[config.mk]
export PLATFORM = sky130hd
export DESIGN_NAME = irq_completion_tracker_flat
export DESIGN_NICKNAME = d
export VERILOG_FILES = /design/src/hw/rtl/irqct_pkg.sv /design/src/hw/rtl/irqct_if.sv /design/src/hw/rtl/irq_completion_tracker.sv /design/src/hw/rtl/irqct_step.sv /design/src/flat_wrapper.sv
export SDC_FILE = /design/constraint.sdc
export NUM_CORES = 1
export LEC_CHECK = 0
export ABC_AREA = 1
export ABC_CLOCK_PERIOD_IN_PS = 4760
export BUFFER_PORTS_ARGS = -buffer_cell sky130_fd_sc_hd__buf_4
export CAP_MARGIN = 15
export CORE_UTILIZATION = 50
export CTS_CLUSTER_DIAMETER = 60
export DETAILED_ROUTE_END_ITERATION = 8
export PLACE_DENSITY = 0.71
export SLEW_MARGIN = 5
export SYNTH_ARGS = -nofsm -noshare
export SYNTH_HDL_FRONTEND = slang
export SYNTH_SLANG_ARGS = --single-unit
[constraint.sdc]
create_clock -name clk -period 4.76 [get_ports clk]
set_clock_uncertainty 0.1 [all_clocks]
set_input_delay 0 -clock clk [delete_from_list [all_inputs] [get_ports clk]]
set_output_delay 0 -clock clk [all_outputs]
set_load 0.01 [all_outputs]
[src/hw/rtl/irqct_pkg.sv]
// Package for the interrupt completion tracker.
// Holds command and observe codes, the state record and the result record.
// No dependencies.
package irqct_pkg;

	localparam int unsigned WordW  = 32;
	localparam int unsigned FuncW  = 3;
	localparam int unsigned ObsW   = 2;
	localparam int unsigned CfgIdxW = 1;

	typedef logic [WordW-1:0] word_t;

	typedef enum logic [FuncW-1:0] {
		FUNC_CLEAR    = 3'd0,
		FUNC_ENABLE   = 3'd1,
		FUNC_DISABLE  = 3'd2,
		FUNC_BEGIN    = 3'd3,
		FUNC_RECORD   = 3'd4,
		FUNC_OBSERVE  = 3'd5,
		FUNC_FINISH   = 3'd6,
		FUNC_FALLBACK = 3'd7
	} func_t;

	typedef enum logic [ObsW-1:0] {
		OBS_NONE     = 2'd0,
		OBS_COMPLETE = 2'd1,
		OBS_ERROR    = 2'd2
	} obs_t;

	typedef enum logic [CfgIdxW-1:0] {
		CFG_COMPLETION_MASK = 1'd0,
		CFG_ERROR_MASK      = 1'd1
	} cfg_idx_t;

	typedef struct packed {
		word_t cur_gen;
		word_t seen_gen;
		word_t acc_status;
		word_t irq_cnt;
		word_t fb_cnt;
		logic  enabled;
		logic  active;
	} state_t;

	typedef struct packed {
		word_t cmp_mask;
		word_t err_mask;
	} masks_t;

	typedef struct packed {
		word_t new_gen;
		logic  fin;
		obs_t  obs;
	} step_res_t;

endpackage

[src/hw/rtl/irqct_if.sv]
// Valid/ready channel interfaces for the tracker's request and result sides.
// Depends on irqct_pkg.
interface irqct_req_if
	import irqct_pkg::*;
();
	logic  valid;
	logic  ready;
	func_t func;
	word_t status;
	word_t generation;

	modport source (output valid, output func, output status, output generation, input ready);
	modport sink (input valid, input func, input status, input generation, output ready);
endinterface

interface irqct_rsp_if
	import irqct_pkg::*;
();
	logic  valid;
	logic  ready;
	word_t new_generation;
	logic  finish_done;
	obs_t  observe_result;
	logic  enabled_now;
	logic  active_now;
	word_t status_seen;
	word_t interrupt_total;
	word_t fallback_total;

	modport source (output valid, output new_generation, output finish_done,
		output observe_result, output enabled_now, output active_now,
		output status_seen, output interrupt_total, output fallback_total, input ready);
	modport sink (input valid, input new_generation, input finish_done,
		input observe_result, input enabled_now, input active_now,
		input status_seen, input interrupt_total, input fallback_total, output ready);
endinterface

[src/hw/rtl/irq_completion_tracker.sv]
// Interrupt completion tracker: requests pass an input register, then a result register.
// One request per cycle while results are taken; a full result register does not block
// intake while the input register is free; both advance together when the result is taken.
// The step logic reads tracker state and writes it back in the same cycle it loads the result.
// Reset (arst_n low) clears tracker state, both masks and the valid flags.
// Depends on irqct_pkg, irqct_if and irqct_step.
module irq_completion_tracker
	import irqct_pkg::*;
(
	input  logic           clk,
	input  logic           arst_n,
	input  logic           cfg_we,
	input  logic [CfgIdxW-1:0] cfg_index,
	input  word_t          cfg_wdata,
	irqct_req_if.sink      req,
	irqct_rsp_if.source    rsp
);

	logic      valid_s1;
	func_t     func_s1;
	word_t     status_s1;
	word_t     tag_s1;

	logic      rsp_valid_q;
	step_res_t res_q;

	state_t    st_q;
	state_t    st_nxt;
	masks_t    masks_q;
	step_res_t res_nxt;

	logic      adv_out;
	logic      fire;

	assign adv_out   = !rsp_valid_q || rsp.ready;
	assign fire      = valid_s1 && adv_out;
	assign req.ready = !valid_s1 || adv_out;

	irqct_step u_step (
		.st     (st_q),
		.masks  (masks_q),
		.func   (func_s1),
		.status (status_s1),
		.tag    (tag_s1),
		.nxt    (st_nxt),
		.res    (res_nxt)
	);

	always_ff @(posedge clk or negedge arst_n) begin
		if (!arst_n) begin
			masks_q <= '0;
		end else if (cfg_we) begin
			unique case (cfg_index)
				CFG_COMPLETION_MASK: masks_q.cmp_mask <= cfg_wdata;
				CFG_ERROR_MASK:      masks_q.err_mask <= cfg_wdata;
				default:             masks_q <= masks_q;
			endcase
		end
	end

	always_ff @(posedge clk or negedge arst_n) begin
		if (!arst_n) begin
			valid_s1 <= 1'b0;
		end else if (req.ready) begin
			valid_s1 <= req.valid;
		end
	end

	always_ff @(posedge clk) begin
		if (req.ready && req.valid) begin
			func_s1   <= req.func;
			status_s1 <= req.status;
			tag_s1    <= req.generation;
		end
	end

	always_ff @(posedge clk or negedge arst_n) begin
		if (!arst_n) begin
			st_q        <= '0;
			rsp_valid_q <= 1'b0;
		end else begin
			if (adv_out)
				rsp_valid_q <= valid_s1;
			if (fire)
				st_q <= st_nxt;
		end
	end

	always_ff @(posedge clk) begin
		if (fire)
			res_q <= res_nxt;
	end

	assign rsp.valid           = rsp_valid_q;
	assign rsp.new_generation  = res_q.new_gen;
	assign rsp.finish_done     = res_q.fin;
	assign rsp.observe_result  = res_q.obs;
	// result snapshot fields always track state: both load on the same request
	assign rsp.enabled_now     = st_q.enabled;
	assign rsp.active_now      = st_q.active;
	assign rsp.status_seen     = st_q.acc_status;
	assign rsp.interrupt_total = st_q.irq_cnt;
	assign rsp.fallback_total  = st_q.fb_cnt;

	a_active_needs_enable: assert property (@(posedge clk) disable iff (!arst_n)
		st_q.active |-> st_q.enabled)
		else $error("active without enable");

	a_active_gen_nonzero: assert property (@(posedge clk) disable iff (!arst_n)
		st_q.active |-> st_q.cur_gen != '0)
		else $error("active generation is zero");

	a_seen_is_current: assert property (@(posedge clk) disable iff (!arst_n)
		st_q.seen_gen != '0 |-> (st_q.seen_gen == st_q.cur_gen && st_q.active))
		else $error("seen generation stale");

	a_status_needs_active: assert property (@(posedge clk) disable iff (!arst_n)
		st_q.acc_status != '0 |-> st_q.active)
		else $error("status accumulated while idle");

	a_state_frozen_on_stall: assert property (@(posedge clk) disable iff (!arst_n)
		(rsp_valid_q && !rsp.ready) |=> $stable(st_q))
		else $error("state moved while result stalled");

endmodule

[src/hw/rtl/irqct_step.sv]
// Next-state and result logic for one tracker request.
// Depends on irqct_pkg.
module irqct_step
	import irqct_pkg::*;
(
	input  state_t    st,
	input  masks_t    masks,
	input  func_t     func,
	input  word_t     status,
	input  word_t     tag,
	output state_t    nxt,
	output step_res_t res
);

	word_t gen_inc;
	logic  tag_hit;

	assign gen_inc = (st.cur_gen + 1'b1 == '0) ? word_t'(1) : st.cur_gen + 1'b1;
	// zero tag never matches
	assign tag_hit = (tag != '0) && (st.cur_gen == tag);

	always_comb begin
		nxt = st;
		res.new_gen = '0;
		res.fin = 1'b0;
		res.obs = OBS_NONE;
		unique case (func)
			FUNC_CLEAR: begin
				nxt = '0;
			end
			FUNC_ENABLE: begin
				nxt.enabled = 1'b1;
			end
			FUNC_DISABLE: begin
				nxt.enabled = 1'b0;
				nxt.active = 1'b0;
				nxt.seen_gen = '0;
				nxt.acc_status = '0;
			end
			FUNC_BEGIN: begin
				if (st.enabled && !st.active) begin
					nxt.cur_gen = gen_inc;
					nxt.seen_gen = '0;
					nxt.acc_status = '0;
					nxt.active = 1'b1;
					res.new_gen = gen_inc;
				end
			end
			FUNC_RECORD: begin
				if (st.enabled && status != '0) begin
					nxt.irq_cnt = st.irq_cnt + 1'b1;
					if (st.active) begin
						nxt.acc_status = st.acc_status | status;
						nxt.seen_gen = st.cur_gen;
					end
				end
			end
			FUNC_OBSERVE: begin
				if (tag_hit && st.enabled && st.active && st.seen_gen == tag) begin
					// error bits take priority over completion bits
					if ((st.acc_status & masks.err_mask) != '0)
						res.obs = OBS_ERROR;
					else if ((st.acc_status & masks.cmp_mask) != '0)
						res.obs = OBS_COMPLETE;
				end
			end
			FUNC_FINISH: begin
				if (tag_hit && st.active) begin
					nxt.active = 1'b0;
					nxt.seen_gen = '0;
					nxt.acc_status = '0;
					res.fin = 1'b1;
				end
			end
			FUNC_FALLBACK: begin
				nxt.fb_cnt = st.fb_cnt + 1'b1;
			end
			default: begin
				nxt = st;
			end
		endcase
	end

endmodule

[src/flat_wrapper.sv]
// flat-port wrapper written by rule: the top's interface ports become plain ports
module irq_completion_tracker_flat import irqct_pkg::*;
  (clk, arst_n, cfg_we, cfg_index, cfg_wdata, req_valid, req_func, req_status, req_generation, req_ready, rsp_valid, rsp_new_generation, rsp_finish_done, rsp_observe_result, rsp_enabled_now, rsp_active_now, rsp_status_seen, rsp_interrupt_total, rsp_fallback_total, rsp_ready);
  irqct_req_if req_i ();
  irqct_rsp_if rsp_i ();
  input  logic clk;
  input  logic arst_n;
  input  logic cfg_we;
  input  logic [CfgIdxW-1:0] cfg_index;
  input  word_t cfg_wdata;
  input wire logic [$bits(req_i.valid)-1:0] req_valid;
  input wire logic [$bits(req_i.func)-1:0] req_func;
  input wire logic [$bits(req_i.status)-1:0] req_status;
  input wire logic [$bits(req_i.generation)-1:0] req_generation;
  output wire logic [$bits(req_i.ready)-1:0] req_ready;
  output wire logic [$bits(rsp_i.valid)-1:0] rsp_valid;
  output wire logic [$bits(rsp_i.new_generation)-1:0] rsp_new_generation;
  output wire logic [$bits(rsp_i.finish_done)-1:0] rsp_finish_done;
  output wire logic [$bits(rsp_i.observe_result)-1:0] rsp_observe_result;
  output wire logic [$bits(rsp_i.enabled_now)-1:0] rsp_enabled_now;
  output wire logic [$bits(rsp_i.active_now)-1:0] rsp_active_now;
  output wire logic [$bits(rsp_i.status_seen)-1:0] rsp_status_seen;
  output wire logic [$bits(rsp_i.interrupt_total)-1:0] rsp_interrupt_total;
  output wire logic [$bits(rsp_i.fallback_total)-1:0] rsp_fallback_total;
  input wire logic [$bits(rsp_i.ready)-1:0] rsp_ready;
  assign req_i.valid = req_valid;
  assign req_i.func = req_func;
  assign req_i.status = req_status;
  assign req_i.generation = req_generation;
  assign req_ready = req_i.ready;
  assign rsp_valid = rsp_i.valid;
  assign rsp_new_generation = rsp_i.new_generation;
  assign rsp_finish_done = rsp_i.finish_done;
  assign rsp_observe_result = rsp_i.observe_result;
  assign rsp_enabled_now = rsp_i.enabled_now;
  assign rsp_active_now = rsp_i.active_now;
  assign rsp_status_seen = rsp_i.status_seen;
  assign rsp_interrupt_total = rsp_i.interrupt_total;
  assign rsp_fallback_total = rsp_i.fallback_total;
  assign rsp_i.ready = rsp_ready;
  irq_completion_tracker u_core (.clk(clk), .arst_n(arst_n), .cfg_we(cfg_we), .cfg_index(cfg_index), .cfg_wdata(cfg_wdata), .req(req_i), .rsp(rsp_i));
endmodule
# Yosys cells after proc, flatten, opt, wreduce, memory -nomap -nowiden
# Cells that the tools add are included.
dict set report totals {
  inputBits 105
  out_inout_bits 135
  reg_bits 330
  elab_cells 94
}
dict set report op_classes {
  n_addsub 3
  reduce_logical 38
  bitwise 6
  eq_ne 13
  n_mux 16
}
# cell n
set ops {}
lappend ops {{case mux 64 bit (4 select lines)} 1}
lappend ops {{two-way mux 96 bit} 2}
lappend ops {{case mux 32 bit (2 select lines)} 3}
lappend ops {{two-way mux 64 bit} 2}
lappend ops {{nonzero test 32 bit} 4}
lappend ops {{adder 32 x 1 -> 32 bit, second input constant} 3}
lappend ops {{AND 32 bit} 2}
lappend ops {{== test 32 bit} 2}
lappend ops {{logical NOT 32 bit} 1}
lappend ops {{two-way mux 32 bit} 1}
lappend ops {{OR 32 bit} 1}
lappend ops {{== test 3 bit, second input constant} 4}
lappend ops {{AND reduction 2 bit} 6}
lappend ops {{logical AND 1 bit} 9}
lappend ops {{nonzero test 2 bit} 4}
lappend ops {{== test 3 x 2 -> 1 bit, second input constant} 2}
lappend ops {{!= test 2 bit, second input constant} 3}
lappend ops {{AND reduction 3 bit} 2}
lappend ops {{AND reduction 6 bit} 1}
lappend ops {{two-way mux 1 bit} 4}
lappend ops {{AND reduction 4 bit} 1}
lappend ops {{nonzero test 4 bit} 1}
lappend ops {{== test 3 x 1 -> 1 bit, second input constant} 1}
lappend ops {{logical NOT 1 bit} 3}
lappend ops {{10 further kinds} 13}

# Logic depth before layout (Yosys ltp)
dict set report depth {
  ltp_word 7
  mapped_depth 15
}

# By module
# Synthesis repeated with hierarchy kept, for this count alone.
dict set report hier_totals {
  cells_unflattened 3011
  area_unflattened_um2 21396.8
}
# mod area_each_um2 cells_per_inst seq_area_each_um2 instances
set by_module_without_submodules {}
lappend by_module_without_submodules {irq_completion_tracker 12635.9 1150 8768.4 1}
lappend by_module_without_submodules {irqct_step 8760.9 1861 0.0 1}

# Worst setup path after synthesis
# Ideal clock, no wire load.
dict set report synth_timing {
  kind {register -> register}
  start {reg u_core.rsp_valid_q (netlist: u_core.rsp.valid)}
  end {reg u_core.func_s1[0], enable pin}
  stages_incl_launch_ff 4
  arrival_time_ps 2037
  n_path_buf 0
  setup_time_ps 421
  required_time_ps 4239
  synth_period_minus_slack_ps 2558
  path_slack_ps 2202
  cell_sequence {dfrtp_1 -> nand3_1 -> nand2_1 -> inv_1}
}
dict set report synth_between {
  elab_chain_len 4
}
# item line
set synth_rtl {}
lappend synth_rtl {{start: declaration} irq_completion_tracker.sv:24} ;# logic rsp_valid_q;
lappend synth_rtl {{start signal: assignment} irq_completion_tracker.sv:83} ;# rsp_valid_q <= valid_s1;
lappend synth_rtl {{logical NOT 1 bit} irq_completion_tracker.sv:35} ;# assign adv_out = !rsp_valid_q || rsp.ready;
lappend synth_rtl {{logical OR 1 bit} irq_completion_tracker.sv:35}
lappend synth_rtl {{logical OR 1 bit} irq_completion_tracker.sv:37} ;# assign req.ready = !valid_s1 || adv_out;
lappend synth_rtl {{named net req_ready} flat_wrapper.sv:15} ;# output wire logic [$bits(req_i.ready)-1:0] req_ready;
lappend synth_rtl {{logical AND 1 bit} irq_completion_tracker.sv:70} ;# if (req.ready && req.valid) begin
lappend synth_rtl {{end signal: assignment} irq_completion_tracker.sv:71} ;# func_s1 <= req.func;
lappend synth_rtl {{end: declaration} irq_completion_tracker.sv:20} ;# func_t func_s1;
# The timed path passes the listed nets, and every way through them passes these cells.
# A chain may end at the register's enable or synchronous reset.

# Worst setup path after layout
dict set report layout_timing {
  start {reg u_core.func_s1[0]}
  end {reg u_core.st_q (netlist bit u_core.rsp.interrupt_total[5])}
}
dict set report layout_between {
  elab_chain_len 3
  elab_cells_between_ends 6
  cone_classes {eq/ne: 2; mux: 1; reduce/logical: 3}
}
# item line
set layout_rtl {}
lappend layout_rtl {{== test 3 bit / logical NOT 3 bit (equally long branches)} irqct_step.sv:27} ;# unique case (func)
lappend layout_rtl {{!= test 2 bit (no source line) / nonzero test 2 bit (equally long branches)} --}
lappend layout_rtl {{AND reduction 3 bit (no source line)} --}
lappend layout_rtl {{end signal: assignment} irq_completion_tracker.sv:85} ;# st_q <= st_nxt;
lappend layout_rtl {{end: declaration} irq_completion_tracker.sv:27} ;# state_t st_q;
# Parallel ways exist; a longest one is shown, timed or not.

==> flow_metrics.py <==
metrics = {
    "sta": {
        "period_needed_ns": 3.15,
        "drv_slew": 0,
        "report.final.hold_viol_count": 0,
        "rsz0062_at_grt": "false",
        "finalSetupViolCount": 0,
        "tns_ns": 0,
        "tightestPinTransition_ns": 1.11,
        "period_share_pct": 66.3,
        "max_slew_margin_pct": 25.8,
        "max_freq_mhz": 317,
    },
    "critical_path": {
        "cpMostUsedCell": "nand2_1",
        "crit_buf_inv": 3,
        "rrSetupSlack_ns": 1.61,
        "endpoint_kind": "flip-flop",
        "cp_slowest_cell": "buf_4",
        "worst-endpoint-arrival_ns": 3.49,
        "cpLargestDelayFamily": "simple AND/OR/NAND/NOR gates",
        "max_stage_delay_ns": 0.64,
        "required_ns": 5.09,
        "cp_max_fo": 69,
        "critPathLaunchType": "flip-flop",
        "critPathKind": "flip-flop to flip-flop",
        "cp_cell_sequence": "inv_2, buf_4, nand2_1, nor2_1, o21ai_1, or2_1, nand2_1, buf_4, nand3_1, nand2_1, nor2_1",
    },
    "routing": {
        "via_per_inst": 5.42,
        "wire_per_inst_um": 17.8,
        "route.detailed.drc": 0,
        "dr.pass1.iters": 5,
        "wirelength_mm": 47.5,
        "postRouteAntennaNets": 0,
        "initialDrtViolationCount": 1229,
        "via_count": 14500,
    },
    "clock_network": {
        "root_buffer": "clkbuf_16",
        "cts_buffers": 38,
        "clock_latency_ns": 0.55,
        "cts_setup_buffers": 0,
        "cts_htree_levels": 2,
        "clk_pin_slew_ns": 0.07,
        "cts_tree": "built",
        "cts_max_path_buffers": 3,
        "cts_resized": 0,
        "cts.sinks": 330,
    },
    "pwr": {
        "p_leak_nw": 8.99,
        "peakVddDrop_uv": 306,
        "p_total_w": 0.00814,
        "power_density_nw_per_um2": 393,
    },
    "grt": {
        "grt_pass1_wl_mm": 76.0,
        "grt_pass1_vias": 14100,
        "grt_max_degree": 129,
        "grt_overflow": 0,
        "use_met1_pct": 38.5,
        "grtUsageMet3_pct": 4.34,
        "grt_busiest_layer": "met2",
        "grt.met2_usage_pct": 45.9,
        "gr-usage-all-layers_pct": 28.4,
        "antenna_found_initial": 0,
    },
    "cells_and_area": {
        "design_area_um2": 20700,
        "mostFrequentLayoutCells": "nand2_1, buf_4, dfrtp_1",
        "areaGrowthSynthToFinish_pct": 22.7,
        "layout_commonest_cell": "nand2_1",
        "layout-drive-gt1-share_pct": 16.2,
        "fin_nets": 2304,
        "utilization_pct": 63.0,
    },
    "logic_synthesis": {
        "synthCells": 1964,
        "syn-num-nets": 2072,
        "syn_area_per_cell_um2": 8.59,
        "synth-main-ff-cell": "dfrtp_1",
        "ys_ff_latch": 330,
        "synth_cell_types": 51,
        "synth-edff-count": 102,
        "syn_area_um2": 16900,
        "ys_seq_area_share_pct": 52.0,
        "ys_async_sr_fraction_pct": 69.1,
        "yosysWarnings": 0,
    },
    "floorplan": {
        "die_h_um": 186,
        "initial_core_util_pct": 51.3,
        "dieArea_um2": 34500,
        "ios": 240,
        "rows": 66,
        "placeableCoreArea_um2": 32900,
        "die_x_um": 186,
    },
    "placed_design": {
        "placedInstanceArea_um2": 18300,
        "gp_congestion": 0.990,
        "hpwlAfterDp_mm": 32.4,
        "portBuffers": 239,
    },
    "min_path": {
        "hp-class": "input port to flip-flop",
    },
    "flow_run": {
        "drv_cap": 0,
    },
    "status": {
        "outcome": "completed",
    },
}
## cell usage after synthesis, types with 6 or more instances
cell	number	share of area, %
buf_2	10	0.30
a22o_1	16	0.83
inv_1	177	3.9
or2_2	8	0.30
nand4_1	44	1.6
o21ai_0	95	2.8
xor2_1	27	1.4
nor2_2	6	0.22
a221oi_1	12	0.62
inv_2	12	0.27
dfrtp_1	228	34
clkbuf_1	43	0.96
o211ai_1	32	1.4
buf_6	8	0.53
nor3_1	35	1.0
edfxtp_1	102	18
nor2_1	188	4.2
nor2_4	10	0.67
nand2_1	467	10
a21oi_1	33	0.98
o21ai_1	70	2.1
nand3_1	118	3.5
nor4_1	15	0.56
o22ai_1	41	1.5
xnor2_1	26	1.4
buf_4	100	4.5
## state kept, by name, indices dropped and copies added (netlist names), 2 cells and up
name,flops
u_core.masks_q,64
u_core.st_q,64
u_core.rsp.fallback_total,32
u_core.rsp.interrupt_total,32
u_core.rsp.new_generation,32
u_core.rsp.status_seen,32
u_core.status_s1,32
u_core.tag_s1,32
u_core.func_s1,3
u_core.rsp.observe_result,2
## report_power, final
| group | internal (W) | switching [W] |
|---|---|---|
| Clock | 0.00191 | 0.00121 |
| Combinational | 0.000575 | 0.000784 |
| Sequential | 0.00326 | 0.000394 |
## what timing repair did
action,CTS,global route
hold buffers,106,0
endpoints found under the setup margin,0,0
hold endpoints to repair,290,0
## final cells by class
| type | count | area, um2 |
|---|---|---|
| multi-input combinational | 1280 | 6330 |
| clock buffer | 51 | 1060 |
| antenna | 1 | 2.50 |
| tap | 442 | 553 |
| timing repair buffer | 355 | 2980 |
| fill | 2784 | 12200 |
| inverter | 191 | 717 |
| sequential | 330 | 8770 |
| clock inverter | 19 | 280 |
## logic make-up (layout without fill, tap and decap cells)
kind of cell,after synthesis,count (layout),share of synthesized area [%]
other cells,0,1,0
flops,330,330,52.0
mux,1,1,0.0594
simple gates,909,909,23.4
buf+inv,354,616,10.5
compound gates,314,314,11.0
fa+ha+maj,3,3,0.223
xor+xnor,53,53,2.75
## metal layers
layer  vias to the layer above  routed length, um
met2                       587              22300
li1                       6933                  -
met1                      6836              20300
met4                         0               1680
met5                         -                  0
met3                       105               3170
## through the flow
stage                     setup slack (ns)  std cells  hold WS [ns]
after floorplan                       2.20       1964        -0.396
after global placement                1.77       2492       -0.0694
after detailed placement              1.64       2492       -0.0524
after CTS                             1.64       2668        0.0480
after global routing                  1.37       2668        0.0652
final                                 1.61       2669        0.0725
## worst paths after layout
path                            depth (start not counted)               start                            end
max in group asynchronous                               4              arst_n              u_core.masks_q[5]
worst max register to register                         11   u_core.func_s1[0]  u_core.rsp.interrupt_total[5]
worst min register to register                          2  u_core.masks_q[28]             u_core.masks_q[28]
worst min-delay path                                    2      req_status[26]           u_core.status_s1[26]
min in group asynchronous                               3              arst_n               u_core.st_q[150]
worst max-delay path                                   11   u_core.func_s1[0]  u_core.rsp.interrupt_total[5]
(Power assumes the default switching activity.)
